<file path="config.mk">
export PLATFORM = sky130hd
export DESIGN_NAME = handheld_io_port_controller_core
export DESIGN_NICKNAME = d
export VERILOG_FILES = /design/src/design/hiopc_pkg.sv /design/src/design/hiopc_front.sv /design/src/design/hiopc_back.sv /design/src/design/handheld_io_port_controller_core.sv
export SDC_FILE = /design/constraint.sdc
export NUM_CORES = 1
export LEC_CHECK = 0
export BUFFER_PORTS_ARGS = -buffer_cell sky130_fd_sc_hd__buf_2
export CAP_MARGIN = 30
export CORE_UTILIZATION = 54
export CTS_CLUSTER_DIAMETER = 100
export CTS_CLUSTER_SIZE = 24
export DETAILED_ROUTE_END_ITERATION = 7
export PLACE_DENSITY = 0.76
export SYNTH_ARGS = -nofsm -noshare
export SYNTH_HDL_FRONTEND = slang
export SYNTH_SLANG_ARGS = --single-unit
</file>
<file path="constraint.sdc">
create_clock -name clk -period 3 [get_ports clk]
set_clock_uncertainty 0.2 [all_clocks]
set_input_delay 0 -clock clk [delete_from_list [all_inputs] [get_ports clk]]
set_output_delay 0 -clock clk [all_outputs]
set_load 0.02 [all_outputs]
</file>
<file path="src/design/hiopc_pkg.sv">
package hiopc_pkg;

  typedef enum logic [2:0] {
    OP_WRITE = 3'd0,
    OP_READ  = 3'd1,
    OP_KEY   = 3'd2,
    OP_ON    = 3'd3,
    OP_TIMER = 3'd4
  } opcode_t;

  localparam logic [7:0] PORT_MASK = 8'h17;
  localparam logic [7:0] P_LINK    = 8'h00;
  localparam logic [7:0] P_ROWS    = 8'h01;
  localparam logic [7:0] P_PAGE    = 8'h02;
  localparam logic [7:0] P_INT     = 8'h03;
  localparam logic [7:0] P_MODE    = 8'h04;
  localparam logic [7:0] P_LINK_B  = 8'h14;
  localparam logic [7:0] P_ROWS_A  = 8'h05;
  localparam logic [7:0] P_ROWS_B  = 8'h15;
  localparam logic [7:0] P_PAGE_A  = 8'h06;
  localparam logic [7:0] P_PAGE_B  = 8'h16;
  localparam logic [7:0] P_INT_A   = 8'h07;
  localparam logic [7:0] P_INT_B   = 8'h17;

  typedef struct packed {
    opcode_t    op;
    logic [7:0] port;
    logic [7:0] val;
    logic [7:0] km;
    logic       pressed;
    logic       tsel;
    logic       halted;
    logic [1:0] partner;
  } req_t;

  function automatic logic [7:0] default_key(input logic [6:0] c);
    logic [7:0] r;
    r = 8'hff;
    case (c)
      7'd1: r = 8'h66;  7'd2: r = 8'h41;  7'd3: r = 8'h31;  7'd4: r = 8'h21;
      7'd5: r = 8'h42;  7'd6: r = 8'h32;  7'd7: r = 8'h22;  7'd8: r = 8'h43;
      7'd9: r = 8'h33;  7'd10: r = 8'h23; 7'd11: r = 8'h40; 7'd12: r = 8'h20;
      7'd13: r = 8'h47; 7'd16: r = 8'h23; 7'd17: r = 8'h12; 7'd18: r = 8'h45;
      7'd19: r = 8'h13; 7'd20: r = 8'h42; 7'd21: r = 8'h41; 7'd22: r = 8'h32;
      7'd23: r = 8'h54; 7'd24: r = 8'h43; 7'd25: r = 8'h33; 7'd26: r = 8'h34;
      7'd27: r = 8'h24; 7'd28: r = 8'h10; 7'd29: r = 8'h57; 7'd30: r = 8'h56;
      7'd31: r = 8'h52; 7'd32: r = 8'h55; 7'd33: r = 8'h35; 7'd34: r = 8'h25;
      7'd35: r = 8'h15; 7'd36: r = 8'h44; 7'd37: r = 8'h34; 7'd38: r = 8'h24;
      7'd42: r = 8'h65; 7'd44: r = 8'h31; 7'd45: r = 8'h51; 7'd46: r = 8'h36;
      7'd47: r = 8'h22; 7'd48: r = 8'h46; 7'd49: r = 8'h53; 7'd50: r = 8'h14;
      7'd51: r = 8'h44; 7'd52: r = 8'h30; 7'd53: r = 8'h14; 7'd54: r = 8'h16;
      7'd55: r = 8'h13; 7'd57: r = 8'h40; 7'd59: r = 8'h64; 7'd60: r = 8'h63;
      7'd61: r = 8'h62; 7'd62: r = 8'h61; 7'd63: r = 8'h60; 7'd71: r = 8'h56;
      7'd72: r = 8'h03; 7'd73: r = 8'h46; 7'd74: r = 8'h12; 7'd75: r = 8'h01;
      7'd77: r = 8'h02; 7'd78: r = 8'h11; 7'd79: r = 8'h37; 7'd80: r = 8'h00;
      7'd81: r = 8'h36; 7'd82: r = 8'h26; 7'd83: r = 8'h67;
      default: r = 8'hff;
    endcase
    return r;
  endfunction

endpackage

</file>
<file path="src/design/hiopc_front.sv">
module hiopc_front (
  input  logic              clk,
  input  logic              rst_n,
  input  logic              in_push,
  output logic              in_full,
  input  logic [2:0]        in_opcode,
  input  logic [7:0]        in_port_number,
  input  logic [7:0]        in_write_value,
  input  logic [6:0]        in_key_code,
  input  logic              in_key_pressed,
  input  logic              in_key_raw,
  input  logic              in_timer_select,
  input  logic              in_cpu_halted,
  input  logic [1:0]        in_partner_lines,
  output logic              q_valid,
  output hiopc_pkg::req_t   q_req,
  input  logic              q_take
);
  import hiopc_pkg::*;

  // two-entry queue
  req_t       mem_r [2];
  logic       wp_r, rp_r;
  logic [1:0] cnt_r;
  req_t       req;
  logic       push_ok;

  always_comb begin
    req.op      = opcode_t'(in_opcode);
    req.port    = in_port_number & PORT_MASK;
    req.val     = in_write_value;
    req.km      = in_key_raw ? {1'b0, in_key_code} : default_key(in_key_code);
    req.pressed = in_key_pressed;
    req.tsel    = in_timer_select;
    req.halted  = in_cpu_halted;
    req.partner = in_partner_lines;
  end

  assign in_full = cnt_r[1];
  assign push_ok = in_push && !in_full;
  assign q_valid = cnt_r != 2'd0;
  assign q_req   = mem_r[rp_r];

  always_ff @(posedge clk) begin
    if (push_ok) mem_r[wp_r] <= req;
    if (!rst_n) begin
      wp_r <= 1'b0; rp_r <= 1'b0; cnt_r <= 2'd0;
    end else begin
      if (push_ok) wp_r <= ~wp_r;
      if (q_take) rp_r <= ~rp_r;
      cnt_r <= cnt_r + {1'b0, push_ok} - {1'b0, q_take};
    end
  end
endmodule

</file>
<file path="src/design/hiopc_back.sv">
module hiopc_back #(
  parameter int KEY_ROWS = 7
) (
  input  logic            clk,
  input  logic            rst_n,
  input  logic            cfg_we,
  input  logic            cfg_link_variant,
  input  logic            q_valid,
  input  hiopc_pkg::req_t q_req,
  output logic            q_take,
  output logic            out_empty,
  input  logic            out_pop,
  output logic [7:0]      out_read_data,
  output logic [3:0]      out_bank_one,
  output logic [3:0]      out_bank_two,
  output logic [3:0]      out_bank_three,
  output logic            out_writable_one,
  output logic            out_writable_two,
  output logic            out_writable_three,
  output logic            out_interrupt_request
);
  import hiopc_pkg::*;

  logic       lv_r;
  logic [7:0] rows_r [KEY_ROWS];
  logic [7:0] rmask_r, page_r;
  logic [3:0] ie_r, ip_r, lmask_r;
  logic       on_r, mode_r;
  logic [1:0] own_r;
  logic       ov_r;

  logic [7:0] rows_nxt [KEY_ROWS];
  logic [7:0] rmask_nxt, page_nxt, rd_nxt, t, rowand;
  logic [3:0] ie_nxt, ip_nxt, lmask_nxt;
  logic       on_nxt, mode_nxt;
  logic [1:0] own_nxt;
  logic [3:0] p1, p2, b1, b2, b3;
  logic       m1, m2, w1, w2, w3;
  logic [3:0] rowidx;

  assign out_empty = !ov_r;
  assign q_take = q_valid && (!ov_r || out_pop);

  always_comb begin
    rows_nxt = rows_r;
    rmask_nxt = rmask_r; page_nxt = page_r; ie_nxt = ie_r; ip_nxt = ip_r;
    lmask_nxt = lmask_r; on_nxt = on_r; mode_nxt = mode_r; own_nxt = own_r;
    rd_nxt = 8'h00; t = 8'h00;
    rowidx = q_req.km[7:4];
    rowand = 8'hff;
    for (int i = 0; i < KEY_ROWS; i++)
      if (!rmask_r[i]) rowand = rowand & rows_r[i];
    case (q_req.op)
      OP_WRITE: begin
        unique case (q_req.port)
          P_LINK: begin
            if (lv_r) own_nxt = ~q_req.val[1:0];
            else begin
              lmask_nxt = q_req.val[7:4];
              t = ~q_req.val | {4'h0, ~q_req.val[7:4]};
              own_nxt = t[1:0] & t[3:2];
            end
          end
          P_ROWS: rmask_nxt = (q_req.val == 8'hff) ? 8'hff : (rmask_r & q_req.val);
          P_PAGE: page_nxt = q_req.val;
          P_INT: begin
            ie_nxt = q_req.val[3:0];
            ip_nxt = ip_r & q_req.val[3:0];
          end
          P_MODE: mode_nxt = q_req.val[0];
          default: ;
        endcase
      end
      OP_READ: begin
        unique case (q_req.port)
          P_LINK, P_MODE, P_LINK_B: begin
            if (lv_r) rd_nxt = {4'h0, own_r & q_req.partner, own_r};
            else rd_nxt = {lmask_r,
                           {own_r, own_r} & ({q_req.partner, q_req.partner} | lmask_r)};
          end
          P_ROWS, P_ROWS_A, P_ROWS_B: rd_nxt = rowand;
          P_PAGE, P_PAGE_A, P_PAGE_B: rd_nxt = page_r;
          P_INT, P_INT_A, P_INT_B:    rd_nxt = {4'h0, ip_r | {~on_r, 3'b000}};
          default: ;
        endcase
      end
      OP_KEY: begin
        if (rowidx < 4'(KEY_ROWS)) begin
          for (int i = 0; i < KEY_ROWS; i++)
            if (rowidx == 4'(i))
              rows_nxt[i][q_req.km[2:0]] = !q_req.pressed;
        end
      end
      OP_ON: begin
        if (q_req.pressed) begin
          if (!on_r) begin
            on_nxt = 1'b1;
            ip_nxt = ip_r | {3'b000, ie_r[0]};
          end
        end else on_nxt = 1'b0;
      end
      OP_TIMER: begin
        if (ie_r[3] || !q_req.halted)
          ip_nxt = ip_r | (ie_r & (q_req.tsel ? 4'h2 : 4'h4));
      end
      default: ;
    endcase
    m1 = page_nxt[7];
    p1 = {m1, 2'b00, page_nxt[3]};
    if (page_nxt[6]) begin
      p2 = {3'b100, page_nxt[0]}; m2 = 1'b1;
    end else begin
      p2 = {1'b0, page_nxt[2:0]}; m2 = 1'b0;
    end
    if (!mode_nxt) begin
      b1 = p2; b2 = p1; b3 = 4'd8; w1 = m2; w2 = m1; w3 = 1'b1;
    end else if (!page_nxt[6]) begin
      b1 = 4'd0; b2 = p2; b3 = p1; w1 = 1'b0; w2 = m2; w3 = m1;
    end else begin
      b1 = 4'd8; b2 = 4'd9; b3 = p1; w1 = 1'b1; w2 = 1'b1; w3 = m1;
    end
  end

  always_ff @(posedge clk) begin
    if (q_take) begin
      out_read_data <= rd_nxt;
      out_bank_one <= b1; out_bank_two <= b2; out_bank_three <= b3;
      out_writable_one <= w1; out_writable_two <= w2; out_writable_three <= w3;
      out_interrupt_request <= ip_nxt != 4'h0;
    end
    if (!rst_n) begin
      lv_r <= 1'b0; ov_r <= 1'b0;
      for (int i = 0; i < KEY_ROWS; i++) rows_r[i] <= 8'hff;
      rmask_r <= 8'hff; page_r <= 8'h00; ie_r <= 4'h0; ip_r <= 4'h0;
      lmask_r <= 4'hc; on_r <= 1'b0; mode_r <= 1'b0; own_r <= 2'b00;
    end else begin
      if (cfg_we) lv_r <= cfg_link_variant;
      if (q_take) begin
        ov_r <= 1'b1;
        rows_r <= rows_nxt;
        rmask_r <= rmask_nxt; page_r <= page_nxt; ie_r <= ie_nxt; ip_r <= ip_nxt;
        lmask_r <= lmask_nxt; on_r <= on_nxt; mode_r <= mode_nxt; own_r <= own_nxt;
      end else if (out_pop) ov_r <= 1'b0;
    end
  end
endmodule

</file>
<file path="src/design/handheld_io_port_controller_core.sv">
// Port and keypad controller of a handheld's processor bus.
// Requests enter through in_push/in_full, each with an opcode (port
// write, port read, key event, ON key event, timer fire) and its fields.
// Each request yields one result on out_* while out_empty is low, taken
// with out_pop: read data, the banks and writability of windows 1 to 3,
// and the interrupt line.
// A front stage decodes the port and translates the key code into a
// two-entry queue; the back stage applies the request to the state and
// loads the result register.
// A request queues, then loads the result. Throughput: one request per
// cycle while results are popped; a stalled result register holds and
// the queue absorbs two more requests before in_full rises.
// cfg_we/cfg_link_variant selects the link port variant; write it idle.
// Reset (rst_n low, synchronous) empties the queue and result register
// and restores the keypad, masks, interrupt and paging state.
module handheld_io_port_controller_core #(
  parameter int KEY_ROWS = 7
) (
  input  logic       clk,
  input  logic       rst_n,
  input  logic       cfg_we,
  input  logic       cfg_link_variant,
  input  logic       in_push,
  output logic       in_full,
  input  logic [2:0] in_opcode,
  input  logic [7:0] in_port_number,
  input  logic [7:0] in_write_value,
  input  logic [6:0] in_key_code,
  input  logic       in_key_pressed,
  input  logic       in_key_raw,
  input  logic       in_timer_select,
  input  logic       in_cpu_halted,
  input  logic [1:0] in_partner_lines,
  output logic       out_empty,
  input  logic       out_pop,
  output logic [7:0] out_read_data,
  output logic [3:0] out_bank_one,
  output logic [3:0] out_bank_two,
  output logic [3:0] out_bank_three,
  output logic       out_writable_one,
  output logic       out_writable_two,
  output logic       out_writable_three,
  output logic       out_interrupt_request
);
  import hiopc_pkg::*;

  logic q_valid, q_take;
  req_t q_req;

  hiopc_front u_front (
    .clk, .rst_n, .in_push, .in_full, .in_opcode, .in_port_number,
    .in_write_value, .in_key_code, .in_key_pressed, .in_key_raw,
    .in_timer_select, .in_cpu_halted, .in_partner_lines,
    .q_valid, .q_req, .q_take
  );

  hiopc_back #(.KEY_ROWS(KEY_ROWS)) u_back (
    .clk, .rst_n, .cfg_we, .cfg_link_variant, .q_valid, .q_req, .q_take,
    .out_empty, .out_pop, .out_read_data, .out_bank_one, .out_bank_two,
    .out_bank_three, .out_writable_one, .out_writable_two,
    .out_writable_three, .out_interrupt_request
  );
endmodule

</file>
==> metrics.md, run 1 <==
| Metric | Value |
|---|---|
| WP data required | 3.14 ns |
| Via count | 6735 |
| Post-synth top area share | 0.262 |
| Post-synthesis cell area | 8370 sq um |
| Worst-Skew Late Latency | 0.42 ns |
| Commonest non-fill, non-tap cell in the layout | nor2_1 |
| Slew Limit Fails | 0 |
| ANT nets after route | 0 |
| Crit Path Category | reg -> reg |
| Initial Utilization | 0.553 |
| PortBufs | 57 |
| Post-synth EDFFs | 73 |
| Cell count after synthesis | 853 |
| Crit path DAT | 2.82 ns |
| Initial antenna violation count | 1 |
| Clk buf depth | 2 |
| Max frequency | 0.373 GHz |
| Post-CTS Repair Setup Buffers | 0 |
| Minimum clock period | 2.68 ns |
| Static Leakage | 3.28 nW |
| Std-Cell Rows | 45 |
| Ys Warns | 0 |
| Grt ovf | 0 |
| Fin. Hold Viols | 0 |
| Fin Setup TNS | 0 ns |
| Post-synth ARST share | 0 |
| Total GRT Usage | 0.265 |
| Chip Width | 127 um |
| I/O pin total | 64 |
| DR vias/cell | 6.03 |
| 1st-iter DRT viols | 720 |
| Number of global-route vias before repair | 6321 |
| Outcome | completed |
| Most frequent cells in the layout | nor2_1, dfxtp_1, mux2i_1, edfxtp_1, buf_2 |
| Cell area power density | 718 nW/um^2 |
| Core area | 15100 sq um |
| Nets | 965 |
| Post-CTS sizing | 0 |
| Worst-path clk slew | 0.06 ns |
| DRC | 0 |
| Syn-to-layout area delta | 15.6% |
| Final setup vio count | 0 |
| Routed len/inst | 18.4 um |
| Yosys top cell by area | edfxtp_1 |
| Register area share after synthesis | 0.487 |
| Die ar. | 16000 sq um |
| Top_reg_cell synth | dfxtp_1 |
| Hpwl dp | 12900 um |
| Max Cap Violations | 0 |
| Synth area leaders | edfxtp_1, dfxtp_1, mux2i_1, nor2_1, nand2_1 |
| Avg Synthesized Cell Area | 9.82 sq um |
| Worst Hold Class | in -> reg |
| RePlAce Congestion | 0.942 |
| Layout cell share with drive strength beyond 1 | 0.150 |
| CTS root buffer | clkbuf_16 |
| CTS Hold Bufs | 29 |
| Routed wire length | 20600 um |
| Largest net degree at the start of global routing | 79 |
| Normalized max-slew margin | 0.426 |
| CTS buffer count | 17 |
| Least-Margin Pin Slew | 0.861 ns |
| Startpoint Class | register |
| Critical Path Fanout Max | 24 |
| Number of library cell types mapped by synthesis | 76 |
| Worst VDD drop | 450 uV |
| Synth Register Bits | 167 |
| Detailed Routing Iterations Pass 1 | 6 |
| First-pass GRT wire length | 32900 um |
| Clock sinks | 167 |
| Die Y | 127 um |
| Overall power | 6.95 mW |
| RSZ-0062 raised after global routing | no |
| Worst setup EP type | register |
| Crit share post-route | 0.893 |
| Htree depth | 4 |
| Clock tree from TritonCTS | done |
-- power breakdown --
group          internal (mW)  leakage, nW  total, mW  switching (mW)
sequential              2.69         1.45       2.85           0.161
combinational          0.588         1.52       1.74            1.15
clock                   1.49        0.310       2.36           0.867
-- worst max-delay path, stage by stage, from the launching register on --
cell and delay (ns):
dfxtp_2 0.58, buf_4 0.32, mux2i_1 0.15, a2111oi_4 0.40, nand3_1 0.44, nor2_1 0.29, mux2i_1 0.22
-- registers in the layout, summed over array words and instances (netlist names), named ones only --
register,flops
u_back.mode_r,1
u_back.rows_r,56
u_front.wp_r,1
u_back.out_read_data,8
u_back.on_r,1
u_back.out_writable_three,1
u_back.out_writable_one,1
u_front.mem_r,54
u_front.cnt_r,2
u_back.out_writable_two,1
u_back.out_bank_one,3
u_back.out_bank_two,3
u_back.rmask_r,7
u_back.own_r,2
u_back.page_r,8
u_back.ie_r,4
u_back.ov_r,1
u_back.lmask_r,4
u_back.ip_r,4
u_back.out_interrupt_request,1
u_back.lv_r,1
u_front.rp_r,1
u_back.out_bank_three,1
-- per-layer routing --
| metal | vias to the layer above | wire length [um] | track usage |
|---|---|---|---|
| met5 | - | 0 | 0 |
| li1 | 3229 | - | - |
| met1 | 3164 | 8980 | 0.356 |
| met4 | 0 | 578 | 0.113 |
| met3 | 42 | 1450 | 0.0540 |
| met2 | 300 | 9590 | 0.418 |
-- cell usage after synthesis, types with 4 or more instances --
master and count:
o31ai_1 4, nand3_1 7, buf_1 5, mux2i_1 84, buf_2 5, nand3b_1 5, o22ai_1 27, inv_1 14
nor3b_1 5, mux2_2 13, ha_1 12, nand2b_1 7, nor3_1 10, buf_4 9, and2_1 6, a31oi_1 7
nor2_1 174, o21ai_0 35, o211ai_1 7, a222oi_1 10, or3_1 4, nor4_1 8, dfxtp_1 94, a211oi_1 7
a21oi_1 31, edfxtp_1 73, clkbuf_1 37, nand2_1 55, nor2b_1 15
-- per-stage QoR --
stage          utilization  setup WS (ns)  hold WS [ns]  std cells  cell area, sq um
6_report             0.639          0.322        0.0954       1117              9680
4_1_cts              0.639          0.321        0.0835       1116              9680
3_3_place_gp         0.577          0.437       -0.0123       1055              8740
2_1_floorplan            -          0.285        -0.101        854              8380
5_1_grt              0.639          0.139        0.0962       1117              9680
3_5_place_dp         0.577          0.347      -0.00933       1055              8740
-- final cells by class --
type	count	area, sq um
Antenna cell	1	2.50
Clock buffer	19	443
Clock inverter	13	200
Fill cell	1202	5470
Inverter	15	56.3
Multi-Input combinational cell	614	3990
Sequential cell	167	4080
Tap cell	188	235
Timing Repair Buffer	100	681
-- kinds of logic after synthesis --
logic type      count (synthesis)  synth area share
fa+ha+maj                      12            0.0179
other cells                     1          0.000448
mux                           102             0.129
xor+xnor                        4           0.00418
simple gates                  324             0.179
buf+inv                        73            0.0393
compound gates                170             0.143
flops                         167             0.487
-- worst paths after layout --
| check | start | endpoint | slack (ns) | cells after the start |
|---|---|---|---|---|
| max | register | u_back.rows_r[17]$_SDFFE_PN1P_ | 0.32 | 6 |
| min | in_write_value[7] | u_front.mem_r[0][20]$_DFFE_PP_ | 0.1 | 2 |
| max reg2reg | register | u_back.rows_r[17]$_SDFFE_PN1P_ | 0.32 | 6 |
| min reg2reg | u_back.ie_r[3]$_SDFFE_PN0P_ | u_back.ie_r[3]$_SDFFE_PN0P_ | 0.27 | 2 |
Note: power is estimated with default switching activity, not from simulation.
==> run 2, diff against run 1 <==
--- a/config.mk
+++ b/config.mk
@@ -7,11 +7,10 @@
 export LEC_CHECK = 0
 export BUFFER_PORTS_ARGS = -buffer_cell sky130_fd_sc_hd__buf_2
 export CAP_MARGIN = 30
-export CORE_UTILIZATION = 54
+export CORE_UTILIZATION = 35
 export CTS_CLUSTER_DIAMETER = 100
 export CTS_CLUSTER_SIZE = 24
 export DETAILED_ROUTE_END_ITERATION = 7
-export PLACE_DENSITY = 0.76
 export SYNTH_ARGS = -nofsm -noshare
 export SYNTH_HDL_FRONTEND = slang
 export SYNTH_SLANG_ARGS = --single-unit
==> constraint.sdc (replaced) <==
create_clock -name clk -period 2.4 [get_ports clk]
set_clock_uncertainty 0.2 [all_clocks]
set_input_delay 0 -clock clk [delete_from_list [all_inputs] [get_ports clk]]
set_output_delay 0 -clock clk [all_outputs]
set_load 0.02 [all_outputs]
==> run 2 against run 1 <==
  * Via count rose by 1.2%
  * Worst hold slack improved by 0.0030 ns
  * Critical path depth did not move
==> metrics.md, run 2 (synthesis gave the netlist of run 1 again) <==
| Metric | Value |
|---|---|
| Crit Path Category | reg -> reg |
| Core area | 23500 sq um |
| Fin. Hold Viols | 0 |
| ANT nets after route | 0 |
| 1st-iter DRT viols | 500 |
| Fin Setup TNS | 0 ns |
| Placed insts | 1225 |
| Die Y | 157 um |
| Clk buf depth | 2 |
| Post-DP Area | 9230 sq um |
| RSZ-0062 raised after global routing | yes |
| Die ar. | 24500 sq um |
| Grt ovf | 0 |
| Diodes inserted | 0 |
| Routed wire length | 21800 um |
| Layout fillers | 2241 |
| Largest registers | u_back.rows_r x56, u_front.mem_r x54 |
| Slew Limit Fails | 0 |
| Final instance area | 10200 sq um |
| Detailed Routing Iterations Pass 1 | 6 |
| CTS buffer count | 17 |
| Max stage delay cell, worst path | or4_4 |
| Final setup vio count | 0 |
| Initial antenna violation count | 0 |
| Critical Path Fanout Max | 4 |
| Least-Margin Pin Slew | 0.643 ns |
| Total GRT Usage | 0.181 |
| Routed len/inst | 16.8 um |
| Htree depth | 4 |
| Crit-path max cell delay | 0.57 ns |
| Worst Hold Class | in -> reg |
| Startpoint Class | register |
| Cell area power density | 835 nW/um^2 |
| Std-Cell Rows | 56 |
| Commonest non-fill, non-tap cell in the layout | nor2_1 |
| Nets | 1011 |
| CP Cell Sequence | or4_4 -> a222oi_1 -> buf_4 -> nand2b_1 -> a22oi_2 -> nand4_1 |
| Crit share post-route | 0.992 |
| Largest net degree at the start of global routing | 71 |
| DRC | 0 |
| RePlAce Congestion | 0.925 |
| Biggest register | u_back.rows_r |
| PortBufs | 57 |
| Max Cap Violations | 0 |
| Final cell count without fillers | 1293 |
| Clock sinks | 167 |
| Chip Width | 157 um |
| Outcome | completed |
| Initial Utilization | 0.357 |
| WP data required | 2.36 ns |
| Static Leakage | 3.49 nW |
| Number of global-route vias before repair | 6320 |
| Most frequent cells in the layout | nor2_1, dfxtp_1, mux2i_1, edfxtp_1, buf_2 |
| Layout cell share with drive strength beyond 1 | 0.196 |
| Crit path DAT | 2.34 ns |
| CTS root buffer | clkbuf_16 |
| Max reg flops | 56 |
| Worst VDD drop | 604 uV |
| I/O pin total | 64 |
| Via count | 6815 |
| DR vias/cell | 5.27 |
| Overall power | 8.49 mW |
| Minimum clock period | 2.38 ns |
| Worst-Skew Late Latency | 0.42 ns |
| Hpwl dp | 14700 um |
| Normalized max-slew margin | 0.570 |
| Worst-path clk slew | 0.06 ns |
| First-pass GRT wire length | 34300 um |
| Syn-to-layout area delta | 21.5% |
| Clock tree from TritonCTS | done |
| Max frequency | 0.420 GHz |
| Worst setup EP type | register |
## run 2: changes by cell type in the layout (fill, tap and decap cells not counted), sizes merged, moves of 2 or more
cell,change
buf,+45
bufinv,-4
clkbuf,+4
clkinv,-2
## run 2: final cells by class
cell class                      instances  area, sq um  area share
Clock inverter                          9         78.8     0.00775
Multi-Input combinational cell        614         4040       0.397
Tap cell                              319          399      0.0392
Clock buffer                           23          448      0.0440
Inverter                               15         56.3     0.00554
Sequential cell                       167         4080       0.401
Timing Repair Buffer                  146         1070       0.106
## run 2: layer usage
metal | track usage | vias up | wire length (um)
met2 | 0.289 | 228 | 10000
met3 | 0.0296 | 24 | 1040
met5 | 0 | - | 0
li1 | - | 3305 | -
met4 | 0.0616 | 0 | 322
met1 | 0.249 | 3258 | 10400
## run 2: path summary, 6_finish.rpt
check / start / end / slack [ns] / depth (start not counted)
worst max register to register: u_front.mem_r[0][26]$_DFFE_PP_ / u_back.out_interrupt_request$_DFFE_PP_ / 0.02 / 6
worst max-delay path: u_front.mem_r[0][26]$_DFFE_PP_ / u_back.out_interrupt_request$_DFFE_PP_ / 0.02 / 6
worst min-delay path: in_partner_lines[0] / u_front.mem_r[0][0]$_DFFE_PP_ / 0.1 / 2
worst min register to register: u_back.ip_r[3]$_SDFFE_PN0P_ / u_back.ip_r[3]$_SDFFE_PN0P_ / 0.26 / 2
## run 2: what timing repair did
action	4_1_cts	5_1_grt
resized for setup	1	16
setup buffers	2	4
pin swaps	0	4
endpoints found under the setup margin	7	46
hold endpoints to repair	71	0
hold buffers	30	0
## run 2: critical path, delay by kind of cell (launching register included)
kind,cells,cell delay (ns)
buffers and inverters,1,0.21
flip-flops,1,0.43
AND/OR/NAND/NOR,3,0.76
AO/OA/AOI/OAI,2,0.52
## run 2: through the flow
stage | hold slack (ns) | setup slack [ns] | utilization
floorplan | -0.101 | -0.0963 | -
global placement | -0.0113 | -0.00557 | 0.393
detailed placement | -0.00722 | -0.0468 | 0.393
CTS | 0.0810 | 0.00105 | 0.430
global route | 0.0952 | -0.0357 | 0.433
finish | 0.0985 | 0.0198 | 0.433
## run 2: where the power goes
part           internal (mW)  switching [mW]  leakage, nW
registers               3.36           0.181         1.45
clock network           1.42            1.08        0.253
logic                  0.887            1.56         1.79
total                   5.67            2.81         3.49
